$ cat src/rtl/core/bfwp_pkg.sv
// Shared types and constants for the best-fit workspace pool.
package bfwp_pkg;

    localparam int SIZE_W   = 32;
    localparam int SLOT_W   = 4;
    localparam int STATUS_W = 3;

    localparam logic MODE_ACQUIRE = 1'b0;
    localparam logic MODE_RELEASE = 1'b1;

    typedef enum logic [STATUS_W-1:0] {
        ST_REUSED   = 3'd0,
        ST_NEW      = 3'd1,
        ST_NONE     = 3'd2,
        ST_FULL     = 3'd3,
        ST_RELEASED = 3'd4,
        ST_BAD      = 3'd5
    } status_t;

endpackage

$ cat src/rtl/core/bfwp_req_if.sv
// Request channel of the workspace pool: mode, size and slot index.
interface bfwp_req_if;
    import bfwp_pkg::*;

    logic              valid;
    logic              ready;
    logic              mode;
    logic [SIZE_W-1:0] request_size;
    logic [SLOT_W-1:0] slot_index;

    modport source (output valid, output mode, output request_size, output slot_index,
                    input ready);
    modport sink   (input valid, input mode, input request_size, input slot_index,
                    output ready);
endinterface

$ cat src/rtl/core/bfwp_rsp_if.sv
// Response channel of the workspace pool: slot, capacity and status.
interface bfwp_rsp_if;
    import bfwp_pkg::*;

    logic                valid;
    logic                ready;
    logic [SLOT_W-1:0]   slot;
    logic [SIZE_W-1:0]   slot_capacity;
    logic [STATUS_W-1:0] status;

    modport source (output valid, output slot, output slot_capacity, output status,
                    input ready);
    modport sink   (input valid, input slot, input slot_capacity, input status,
                    output ready);
endinterface

$ cat src/rtl/core/best_fit_workspace_pool.sv
// Top level of the best-fit workspace pool: sequencer, scan compare unit, free marks.
//
// Usage: requests arrive on req (valid/ready). mode selects acquire or release.
// An acquire with a nonzero request_size scans the slots in use one per cycle
// through the capacity memory and keeps the smallest free capacity that fits,
// lowest index first on ties. The winner is marked busy; with no fit a new slot
// of the requested size is appended, or status reports a full pool.
// A release frees slot_index, or reports a bad index when it is not in use.
// Each request yields exactly one response on rsp (valid/ready).
// An acquire goes through the scan, then the finish state; a release
// reads the freed slot's capacity, then finishes; a zero-size acquire
// or a bad release index goes straight to the finish state. The scan
// runs through the single memory read port; one request is in flight
// at a time and req.ready is high only while idle; the next request is
// taken in the cycle after the response register loads.
// The response sits in an output register: a new request is accepted while an
// untaken response waits, and the sequencer holds its result until rsp frees up.
// Reset clears the slot count, all free marks and the response valid; capacity
// memory contents need no clearing since only appended slots are ever read.
module best_fit_workspace_pool #(
    parameter int SLOTS = 16
) (
    input  logic   clk,
    input  logic   rst_n,
    bfwp_req_if.sink   req,
    bfwp_rsp_if.source rsp
);
    import bfwp_pkg::*;

    localparam int IDX_W  = (SLOTS > 1) ? $clog2(SLOTS) : 1;
    localparam int CNT_W  = $clog2(SLOTS + 1);
    localparam int WIDE_W = (IDX_W > SLOT_W) ? IDX_W : SLOT_W;
    localparam int CMP_W  = (CNT_W > SLOT_W) ? CNT_W : SLOT_W;

    typedef enum logic [1:0] {
        S_IDLE,
        S_SCAN,
        S_READ,
        S_FINISH
    } state_t;

    state_t              state_reg, state_next;
    logic [CNT_W-1:0]    count_reg, count_next;
    logic [SLOTS-1:0]    free_reg, free_next;
    logic [SIZE_W-1:0]   size_reg, size_next;
    logic [CNT_W-1:0]    scan_idx_reg, scan_idx_next;
    logic                chk_valid_reg, chk_valid_next;
    logic [IDX_W-1:0]    chk_idx_reg, chk_idx_next;
    logic                found_reg, found_next;
    logic [IDX_W-1:0]    best_idx_reg, best_idx_next;
    logic [SIZE_W-1:0]   best_cap_reg, best_cap_next;
    logic [SLOT_W-1:0]   res_slot_reg, res_slot_next;
    logic [SIZE_W-1:0]   res_cap_reg, res_cap_next;
    status_t             res_status_reg, res_status_next;
    logic                rsp_valid_reg, rsp_valid_next;
    logic [SLOT_W-1:0]   rsp_slot_reg, rsp_slot_next;
    logic [SIZE_W-1:0]   rsp_cap_reg, rsp_cap_next;
    status_t             rsp_status_reg, rsp_status_next;

    logic                mem_we;
    logic [IDX_W-1:0]    mem_waddr;
    logic                mem_re;
    logic [IDX_W-1:0]    mem_raddr;
    logic [SIZE_W-1:0]   mem_rdata;

    logic [WIDE_W-1:0]   req_idx_wide;
    logic [IDX_W-1:0]    req_idx;
    logic                req_bad;
    logic [WIDE_W-1:0]   best_wide;
    logic [WIDE_W-1:0]   count_wide;
    logic                fits;
    logic                better;
    logic                scan_more;
    logic                rsp_free;

    bfwp_cap_mem #(
        .DEPTH  (SLOTS),
        .ADDR_W (IDX_W)
    ) u_cap_mem (
        .clk   (clk),
        .we    (mem_we),
        .waddr (mem_waddr),
        .wdata (size_reg),
        .re    (mem_re),
        .raddr (mem_raddr),
        .rdata (mem_rdata)
    );

    assign req_idx_wide = WIDE_W'(req.slot_index);
    assign req_idx      = req_idx_wide[IDX_W-1:0];
    assign req_bad      = CMP_W'(req.slot_index) >= CMP_W'(count_reg);
    assign best_wide    = WIDE_W'(best_idx_reg);
    assign count_wide   = WIDE_W'(count_reg);

    // scan compare unit
    assign fits      = free_reg[chk_idx_reg] && (size_reg <= mem_rdata);
    assign better    = !found_reg || (mem_rdata < best_cap_reg);
    assign scan_more = scan_idx_reg < count_reg;
    assign rsp_free  = !rsp_valid_reg || rsp.ready;

    assign req.ready     = (state_reg == S_IDLE);
    assign rsp.valid     = rsp_valid_reg;
    assign rsp.slot      = rsp_slot_reg;
    assign rsp.slot_capacity = rsp_cap_reg;
    assign rsp.status    = rsp_status_reg;

    always_comb
    begin
        state_next      = state_reg;
        count_next      = count_reg;
        free_next       = free_reg;
        size_next       = size_reg;
        scan_idx_next   = scan_idx_reg;
        chk_valid_next  = 1'b0;
        chk_idx_next    = chk_idx_reg;
        found_next      = found_reg;
        best_idx_next   = best_idx_reg;
        best_cap_next   = best_cap_reg;
        res_slot_next   = res_slot_reg;
        res_cap_next    = res_cap_reg;
        res_status_next = res_status_reg;
        rsp_valid_next  = rsp_valid_reg && !rsp.ready;
        rsp_slot_next   = rsp_slot_reg;
        rsp_cap_next    = rsp_cap_reg;
        rsp_status_next = rsp_status_reg;
        mem_we          = 1'b0;
        mem_waddr       = count_reg[IDX_W-1:0];
        mem_re          = 1'b0;
        mem_raddr       = scan_idx_reg[IDX_W-1:0];

        unique case (state_reg)
            S_IDLE:
            begin
                if (req.valid)
                begin
                    size_next = req.request_size;
                    if (req.mode == MODE_RELEASE)
                    begin
                        res_slot_next = req.slot_index;
                        if (req_bad)
                        begin
                            res_cap_next    = '0;
                            res_status_next = ST_BAD;
                            state_next      = S_FINISH;
                        end
                        else
                        begin
                            free_next[req_idx] = 1'b1;
                            mem_re             = 1'b1;
                            mem_raddr          = req_idx;
                            res_status_next    = ST_RELEASED;
                            state_next         = S_READ;
                        end
                    end
                    else if (req.request_size == '0)
                    begin
                        res_slot_next   = '0;
                        res_cap_next    = '0;
                        res_status_next = ST_NONE;
                        state_next      = S_FINISH;
                    end
                    else
                    begin
                        scan_idx_next = '0;
                        found_next    = 1'b0;
                        best_idx_next = '0;
                        best_cap_next = '0;
                        state_next    = S_SCAN;
                    end
                end
            end

            S_SCAN:
            begin
                if (scan_more)
                begin
                    mem_re         = 1'b1;
                    chk_valid_next = 1'b1;
                    chk_idx_next   = scan_idx_reg[IDX_W-1:0];
                    scan_idx_next  = scan_idx_reg + 1'b1;
                end
                if (chk_valid_reg && fits && better)
                begin
                    found_next    = 1'b1;
                    best_idx_next = chk_idx_reg;
                    best_cap_next = mem_rdata;
                end
                if (!scan_more && !chk_valid_reg)
                begin
                    state_next = S_FINISH;
                    if (found_reg)
                    begin
                        free_next[best_idx_reg] = 1'b0;
                        res_slot_next   = best_wide[SLOT_W-1:0];
                        res_cap_next    = best_cap_reg;
                        res_status_next = ST_REUSED;
                    end
                    else if (CMP_W'(count_reg) >= CMP_W'(SLOTS))
                    begin
                        res_slot_next   = '0;
                        res_cap_next    = '0;
                        res_status_next = ST_FULL;
                    end
                    else
                    begin
                        mem_we          = 1'b1;
                        count_next      = count_reg + 1'b1;
                        res_slot_next   = count_wide[SLOT_W-1:0];
                        res_cap_next    = size_reg;
                        res_status_next = ST_NEW;
                    end
                end
            end

            S_READ:
            begin
                res_cap_next = mem_rdata;
                state_next   = S_FINISH;
            end

            S_FINISH:
            begin
                if (rsp_free)
                begin
                    rsp_valid_next  = 1'b1;
                    rsp_slot_next   = res_slot_reg;
                    rsp_cap_next    = res_cap_reg;
                    rsp_status_next = res_status_reg;
                    state_next      = S_IDLE;
                end
            end

            default:
            begin
                state_next = S_IDLE;
            end
        endcase
    end

    always_ff @(posedge clk or negedge rst_n)
    begin
        if (!rst_n)
        begin
            state_reg     <= S_IDLE;
            count_reg     <= '0;
            free_reg      <= '0;
            chk_valid_reg <= 1'b0;
            rsp_valid_reg <= 1'b0;
        end
        else
        begin
            state_reg     <= state_next;
            count_reg     <= count_next;
            free_reg      <= free_next;
            chk_valid_reg <= chk_valid_next;
            rsp_valid_reg <= rsp_valid_next;
        end
    end

    always_ff @(posedge clk)
    begin
        size_reg       <= size_next;
        scan_idx_reg   <= scan_idx_next;
        chk_idx_reg    <= chk_idx_next;
        found_reg      <= found_next;
        best_idx_reg   <= best_idx_next;
        best_cap_reg   <= best_cap_next;
        res_slot_reg   <= res_slot_next;
        res_cap_reg    <= res_cap_next;
        res_status_reg <= res_status_next;
        rsp_slot_reg   <= rsp_slot_next;
        rsp_cap_reg    <= rsp_cap_next;
        rsp_status_reg <= rsp_status_next;
    end

endmodule

$ cat src/rtl/core/bfwp_cap_mem.sv
// Capacity table: one write port, one read port with registered data.
module bfwp_cap_mem #(
    parameter int DEPTH  = 16,
    parameter int ADDR_W = 4
) (
    input  logic                        clk,
    input  logic                        we,
    input  logic [ADDR_W-1:0]           waddr,
    input  logic [bfwp_pkg::SIZE_W-1:0] wdata,
    input  logic                        re,
    input  logic [ADDR_W-1:0]           raddr,
    output logic [bfwp_pkg::SIZE_W-1:0] rdata
);
    import bfwp_pkg::*;

    logic [SIZE_W-1:0] mem [DEPTH];

    always_ff @(posedge clk)
    begin
        if (we)
        begin
            mem[waddr] <= wdata;
        end
    end

    always_ff @(posedge clk)
    begin
        if (re)
        begin
            rdata <= mem[raddr];
        end
    end

endmodule
$ cat src/flat_wrapper.sv
// flat-port wrapper written by rule: the top's interface ports become plain ports
module best_fit_workspace_pool_flat import bfwp_pkg::*;
#(
    parameter int SLOTS = 16
)
  (clk, rst_n, req_valid, req_mode, req_request_size, req_slot_index, req_ready, rsp_valid, rsp_slot, rsp_slot_capacity, rsp_status, rsp_ready);
  bfwp_req_if req_i ();
  bfwp_rsp_if rsp_i ();
  input  logic clk;
  input  logic rst_n;
  input wire logic [$bits(req_i.valid)-1:0] req_valid;
  input wire logic [$bits(req_i.mode)-1:0] req_mode;
  input wire logic [$bits(req_i.request_size)-1:0] req_request_size;
  input wire logic [$bits(req_i.slot_index)-1:0] req_slot_index;
  output wire logic [$bits(req_i.ready)-1:0] req_ready;
  output wire logic [$bits(rsp_i.valid)-1:0] rsp_valid;
  output wire logic [$bits(rsp_i.slot)-1:0] rsp_slot;
  output wire logic [$bits(rsp_i.slot_capacity)-1:0] rsp_slot_capacity;
  output wire logic [$bits(rsp_i.status)-1:0] rsp_status;
  input wire logic [$bits(rsp_i.ready)-1:0] rsp_ready;
  assign req_i.valid = req_valid;
  assign req_i.mode = req_mode;
  assign req_i.request_size = req_request_size;
  assign req_i.slot_index = req_slot_index;
  assign req_ready = req_i.ready;
  assign rsp_valid = rsp_i.valid;
  assign rsp_slot = rsp_i.slot;
  assign rsp_slot_capacity = rsp_i.slot_capacity;
  assign rsp_status = rsp_i.status;
  assign rsp_i.ready = rsp_ready;
  best_fit_workspace_pool #(.SLOTS(SLOTS)) u_core (.clk(clk), .rst_n(rst_n), .req(req_i), .rsp(rsp_i));
endmodule
$ cat config.mk
export PLATFORM = sky130hd
export DESIGN_NAME = best_fit_workspace_pool_flat
export DESIGN_NICKNAME = d
export VERILOG_FILES = /design/src/rtl/core/bfwp_pkg.sv /design/src/rtl/core/bfwp_req_if.sv /design/src/rtl/core/bfwp_rsp_if.sv /design/src/rtl/core/best_fit_workspace_pool.sv /design/src/rtl/core/bfwp_cap_mem.sv /design/src/flat_wrapper.sv
export SDC_FILE = /design/constraint.sdc
export NUM_CORES = 1
export LEC_CHECK = 0
export ABC_AREA = 1
export BUFFER_PORTS_ARGS = -buffer_cell sky130_fd_sc_hd__buf_4
export CAP_MARGIN = 40
export CORE_UTILIZATION = 55
export DETAILED_ROUTE_END_ITERATION = 16
export PLACE_DENSITY = 0.71
export SKIP_CTS_REPAIR_TIMING = 1
export SLEW_MARGIN = 5
export SYNTH_ARGS = -nofsm -noshare
export SYNTH_HDL_FRONTEND = slang
export SYNTH_SLANG_ARGS = --single-unit
$ cat constraint.sdc
create_clock -name clk -period 11.4 [get_ports clk]
set_input_delay 1.71 -clock clk [delete_from_list [all_inputs] [get_ports clk]]
set_output_delay 1.71 -clock clk [all_outputs]
set_load 0.01 [all_outputs]
==> flow_summary.yaml, run 1 <==
route:
  drt_pass1_iterations: 6
  routed_wl_mm: 83.21
  num_vias: 22960
  drt_iter0_drc: 2657
  ant_nets: 0
  wire_per_inst_um: 20.70
  drcViolationCount: 0
  vias_per_cell: 5.712
place:
  port_buffers: 81
  placed_area_um2: 34490
  hpwl_mm: 48.35
  place_congestion: 0.9311
finish:
  fin_area_um2: 36910
  diodes: 0
  drive_above_1_share: 0.08993
  largest_reg_flops: 512
  nNetsFinal: 3313
  regMostFlops: "u_core.u_cap_mem.mem"
  area_delta_synth_final_pct: 12.80
synth:
  ys_warn_count: 0
  ys_ff_latch: 725
  synth_area_um2: 32730
  ys_seq_area_frac: 0.6614
  synth.distinct_cells: 35
  async_flop_share: 0.03448
  synth_cells: 3106
  synth_edf_count: 700
  synth_ff_type: "edfxtp_1"
  avgSynthCellArea_um2: 10.54
  syn_nets: 3228
timing:
  finalClockSkew_ns: 0.01445
  finalHoldViolCount: 0
  worst_hold_slack_ns: 0.4169
  setup_tns_ns: 0
  max-slew-margin-rel: 0.3887
  min_period_over_period: 0.4731
  worst_slew_pin_slew_ns: 0.9169
  fin_crit_ns: 5.394
  max_freq_ghz: 0.1854
  setup_violations: 0
  rsz0062_at_grt: "false"
  slew_viol_final: 0
critical_path:
  worstSetupEndpointType: "flop"
  startpoint_type: "input pin"
  path_class: "in2reg"
  critPathRequiredTime_ns: 11.77
  r2r_start: "u_core.state_reg[0]$_DFFE_PN0P_"
  crit_start: "req_slot_index[0]"
  arrival_ns: 5.77
  worstPathMaxFanout: 101
clock_network:
  cts.path.max_buffers: 3
  cts_buffers: 75
  cts_sinks: 725
  cts_max_level: 3
  tritoncts: "built"
  clock_latency_ns: 0.63
  cts_root_buf: "clkbuf_16"
  clk_pin_slew_ns: 0.06
power:
  peakVddDrop_v: 0.0001838
  leakage_nw: 15.92
  p_per_area_nw_per_um2: 248.5
global_routing:
  grt_pass1_vias: 22440
  gr-total-overflow: 0
  track_usage: 0.2786
  grt_pass1_wl_mm: 126.5
  antenna_found_initial: 0
  grt_start_max_net_pins: 102
floorplanning:
  start_util: 0.5555
  die_h_um: 245.9
  dieWidth_um: 245.9
  die_area_um2: 60480
  core_um2: 58910
  ios: 82
  rows: 89
flow_run:
  cap_violations: 0
outcome:
  status: "completed"
worst_hold_path:
  min_from: "u_core.res_cap_reg[12]$_DFFE_PP_"
  min_path_type: "reg2reg"
-- worst max-delay path: stages --
cell and delay [ns]:
buf_4 0.14, inv_1 0.18, ha_1 0.27, inv_1 0.08
a21oi_1 0.06, nand2_1 0.05, nand3_1 0.10, nor2_2 0.20
nand3_4 0.55, nand2_8 0.54, buf_16 0.41, buf_4 0.74
nand2_1 0.16, nand3_1 0.13, nand3_1 0.11, nand3_1 0.14
nand2_1 0.06
-- synth_stat cells, types with 8 or more instances --
library cell	n	share of area
ha_1	81	0.031
buf_4	21	0.0048
dfrtp_1	25	0.019
nand2_1	523	0.060
nor2_1	91	0.010
nor4_1	11	0.0021
nand3_1	629	0.096
clkbuf_1	43	0.0049
o22ai_1	34	0.0065
buf_2	61	0.0093
a21oi_1	93	0.014
o21ai_0	41	0.0063
nor3_1	10	0.0015
inv_1	676	0.078
nand4_1	8	0.0015
buf_1	13	0.0015
edfxtp_1	700	0.64
-- per-layer routing --
layer,GRT usage,wire length [um],vias to the layer above
met5,0,0,-
met3,0.04398,9277,217
li1,-,-,10490
met1,0.3794,32670,10950
met4,0.1246,2893,0
met2,0.4430,38370,1305
-- cells by family (layout without fill, tap and decap cells) --
family,after synthesis,in the layout,share of synthesized area
AOI/OAI and AO/OA,195,195,0.03326
xor gates and xnor gates,4,4,0.001070
adders and majority gates,81,81,0.03097
buffers and inverters,820,961,0.09902
DFF,725,725,0.6614
and+or+nand+nor,1281,1281,0.1742
-- where the power goes --
group	internal, mW	switching [mW]
Clock	1.41	1.02
Sequential	3.52	0.226
Combinational	0.903	2.09
-- per-stage QoR --
step                  util  total power, mW  instances  setup slack, ns
global route        0.6266            9.621       4020            5.778
detailed placement  0.5855            6.725       3887            5.558
global placement    0.5819            6.546       3878            5.647
CTS                 0.6266            9.156       4020            6.153
floorplan                -            5.717       3106            6.212
finish              0.6266            9.173       4020            6.006
-- cell type report --
type / count / area, um^2
fillers: 4477 / 21990
flip-flops and latches: 725 / 21650
multi-input cells: 1561 / 8071
inverters: 681 / 2556
clock buffers: 92 / 2004
repair buffers: 147 / 1249
well taps: 773 / 967.2
clock inverters: 41 / 420.4
-- cells in the final DEF (no fill, tap or decap), types with 6 or more instances in the layout --
cell type | Yosys | layout
a21oi_1 | 93 | 92
buf_4 | 21 | 138
bufinv_16 | 0 | 7
clkbuf_1 | 43 | 14
clkbuf_16 | 0 | 78
clkinv_1 | 1 | 13
clkinv_2 | 0 | 11
dfrtp_1 | 25 | 25
edfxtp_1 | 700 | 700
ha_1 | 81 | 80
inv_1 | 676 | 676
nand2_1 | 523 | 523
nand3_1 | 629 | 629
nand4_1 | 8 | 8
nor2_1 | 91 | 72
nor2_4 | 0 | 18
nor3_1 | 10 | 9
nor4_1 | 11 | 11
o21a_1 | 6 | 6
o21ai_0 | 41 | 39
o22ai_1 | 34 | 34
-- path summary, 6_finish.rpt --
| check | endpoint | slack, ns | cells past startpoint |
|---|---|---|---|
| worst min register to register | u_core.rsp.slot_capacity[12]$_DFFE_PP_ | 0.42 | 0 |
| max in group asynchronous | u_core.state_reg[1]$_DFFE_PN0P_ | 10.13 | 1 |
| worst min-delay path | u_core.rsp.slot_capacity[12]$_DFFE_PP_ | 0.42 | 0 |
| worst max register to register | u_core.u_cap_mem.rdata[9]$_DFFE_PP_ | 6.46 | 13 |
| worst max-delay path | u_core.u_cap_mem.rdata[9]$_DFFE_PP_ | 6.01 | 17 |
| min in group asynchronous | u_core.free_reg[4]$_DFFE_PN0P_ | 0.99 | 1 |
Power figures use the tool's default switching activity.
==> run 2: changes to the inputs <==
Settings changed: ABC_AREA 1 to 0, PLACE_DENSITY 0.71 to 0.73.
Clock period 11.4 ns to 4.8 ns, I/O delays scaled along.
==> run 2 against run 1 <==
Area after synthesis down 0.94%. Clock power up 130%. Global-route usage is 1.6 points higher. Highest routed layer is now met5. Critical path type is now reg2reg. Flip-flop and latch count unchanged. Critical path depth down 6. Non-clock buffer count up 19.
==> flow_summary.yaml, run 2 <==
outcome:
  status: "completed"
synth:
  synth_ff_type: "edfxtp_1"
  yosys.area.top_type: "edfxtp_1"
  syn_nets: 2493
  ys_warn_count: 0
  synth_edf_count: 700
  synth_area_um2: 32420
  synth.distinct_cells: 60
  synth_most_common_cell: "edfxtp_1"
  synth_cells: 2371
  ys_ff_latch: 725
  avgSynthCellArea_um2: 13.67
  ys_seq_area_frac: 0.6677
  synthTopCellsByArea: "edfxtp_1, mux2i_1, ha_1, nand2_1, nor2_1"
  synth_commonest_cells: "edfxtp_1, mux2i_1, nand2_1, nor2_1, a21oi_1"
  async_flop_share: 0.03448
  synth_top_area_frac: 0.6484
route:
  num_vias: 21270
  drcViolationCount: 0
  drt-met1-wl_mm: 33.89
  routed_wl_mm: 87.68
  drt_iter0_drc: 2389
  ant_nets: 0
  wire_per_inst_um: 26.58
  routed-wl-met3_mm: 9.927
  route.met2.wl_mm: 40.84
  top_layer_used: "met5"
  drt_pass1_iterations: 6
  vias_per_cell: 6.450
place:
  placed_area_um2: 34440
  hpwl_mm: 53.14
  port_buffers: 81
  post-place-ws_ns: 0.6100
  place_congestion: 0.8927
  numPlacedInstances: 3171
power:
  p_per_area_nw_per_um2: 569.8
  leakage_nw: 13.37
  p_total_mw: 20.92
  peakVddDrop_v: 0.0003790
finish:
  nNetsFinal: 2605
  final_cell_mix: "edfxtp_1, mux2i_1, nand2_1"
  fin_cells: 3298
  area_delta_synth_final_pct: 13.23
  utilization: 0.6338
  diodes: 0
  largest_reg_flops: 512
  fin_area_um2: 36710
  drive_above_1_share: 0.1208
  final_common_cell: "edfxtp_1"
  regMostFlops: "u_core.u_cap_mem.mem"
critical_path:
  max_stage_delay_ns: 0.67
  worstPathMaxFanout: 91
  cp_slowest_cell: "dfrtp_1"
  worstSetupEndpointType: "flop"
  crit_top_cell: "nand2_1"
  path_class: "reg2reg"
  arrival_ns: 4.40
  critPathRequiredTime_ns: 5.14
  startpoint_type: "flop"
  crit_chain: "inv_1 > ha_1 > nand2_1 > o21ai_2 > o22a_4 > buf_12 > mux2_4 > buf_16 > nand2_1 > a21oi_1 > or4_1"
timing:
  worst_slew_pin_slew_ns: 1.223
  rsz0062_at_grt: "false"
  slew_viol_final: 0
  setup_violations: 0
  min_period_over_period: 0.8454
  setup_tns_ns: 0
  worst_hold_slack_ns: 0.03369
  max-slew-margin-rel: 0.1850
  finalClockSkew_ns: 0.02186
  max_freq_ghz: 0.2464
  fin_crit_ns: 4.058
  worst_slack_ns: 0.7419
  finalHoldViolCount: 0
clock_network:
  clock_latency_ns: 0.61
  tritoncts: "built"
  cts_max_level: 3
  cts_root_buf: "clkbuf_16"
  cts_sinks: 725
  cts_buffers: 75
  cts.path.max_buffers: 3
  clk_pin_slew_ns: 0.06
floorplanning:
  core_um2: 57920
  ios: 82
  rows: 88
  start_util: 0.5598
  die_area_um2: 59920
  dieWidth_um: 244.8
  die_h_um: 244.8
global_routing:
  grt_start_max_net_pins: 135
  grt_pass1_wl_mm: 129.5
  antenna_found_initial: 2
  track_usage: 0.2942
  grt_pass1_vias: 20890
  gr-total-overflow: 0
flow_run:
  cap_violations: 0
worst_hold_path:
  min_path_type: "in2async"
-- run 2: per-layer routing --
layer  global-route usage  vias up
met1               0.3927    10640
met5                    0        -
met3              0.07096      183
li1                     -     9221
met4               0.1167        2
met2               0.4658     1225
-- run 2: path summary, 6_finish.rpt --
check,start,endpoint,slack [ns],cells after the start
max,u_core.count_reg[2]$_DFFE_PN0P_,u_core.u_cap_mem.rdata[7]$_DFFE_PP_,0.74,11
min,rst_n,u_core.free_reg[11]$_DFFE_PN0P_,0.03,1
max reg2reg,u_core.count_reg[2]$_DFFE_PN0P_,u_core.u_cap_mem.rdata[7]$_DFFE_PP_,0.74,11
min reg2reg,u_core.res_cap_reg[13]$_DFFE_PP_,u_core.rsp.slot_capacity[13]$_DFFE_PP_,0.42,0
max in group asynchronous,rst_n,u_core.state_reg[0]$_DFFE_PN0P_,4.50,1
min in group clk,req_request_size[13],u_core.size_reg[13]$_DFFE_PP_,0.30,1
-- run 2: cells by family after synthesis --
kind of cell,Yosys count,share of synthesized area
mux,343,0.1081
buf+inv,209,0.02902
simple gates,644,0.08981
flops,725,0.6677
fa+ha+maj,81,0.03126
compound gates,363,0.07248
xor+xnor,6,0.001621
-- run 2: layout make-up --
cell class                 count  area (um^2)
tap                          765        957.2
timing repair buffer         166         1465
multi-input combinational   1437        10080
clock inverter                36        276.5
sequential                   725        21650
fill                        4185        21210
clock buffer                  91         1989
inverter                      78        292.8
-- run 2: worst max-delay path, delay by kind of cell, from the launching register on --
family / cells / cell delay, ns
AO/OA/AOI/OAI: 3 / 0.55
AND/OR/NAND/NOR: 3 / 0.74
flip-flops: 1 / 0.67
buffers and inverters: 3 / 0.90
multiplexers: 1 / 0.54
adder cells (fa/ha/maj): 1 / 0.33
-- run 2: power breakdown --
part | total, mW | leakage (nW) | internal (mW) | switching [mW]
Combinational | 6.36 | 5.55 | 2.36 | 4.01
Clock | 5.48 | 1.11 | 3.15 | 2.33
Sequential | 9.07 | 6.71 | 8.38 | 0.690
Total | 20.9 | 13.4 | 13.9 | 7.03
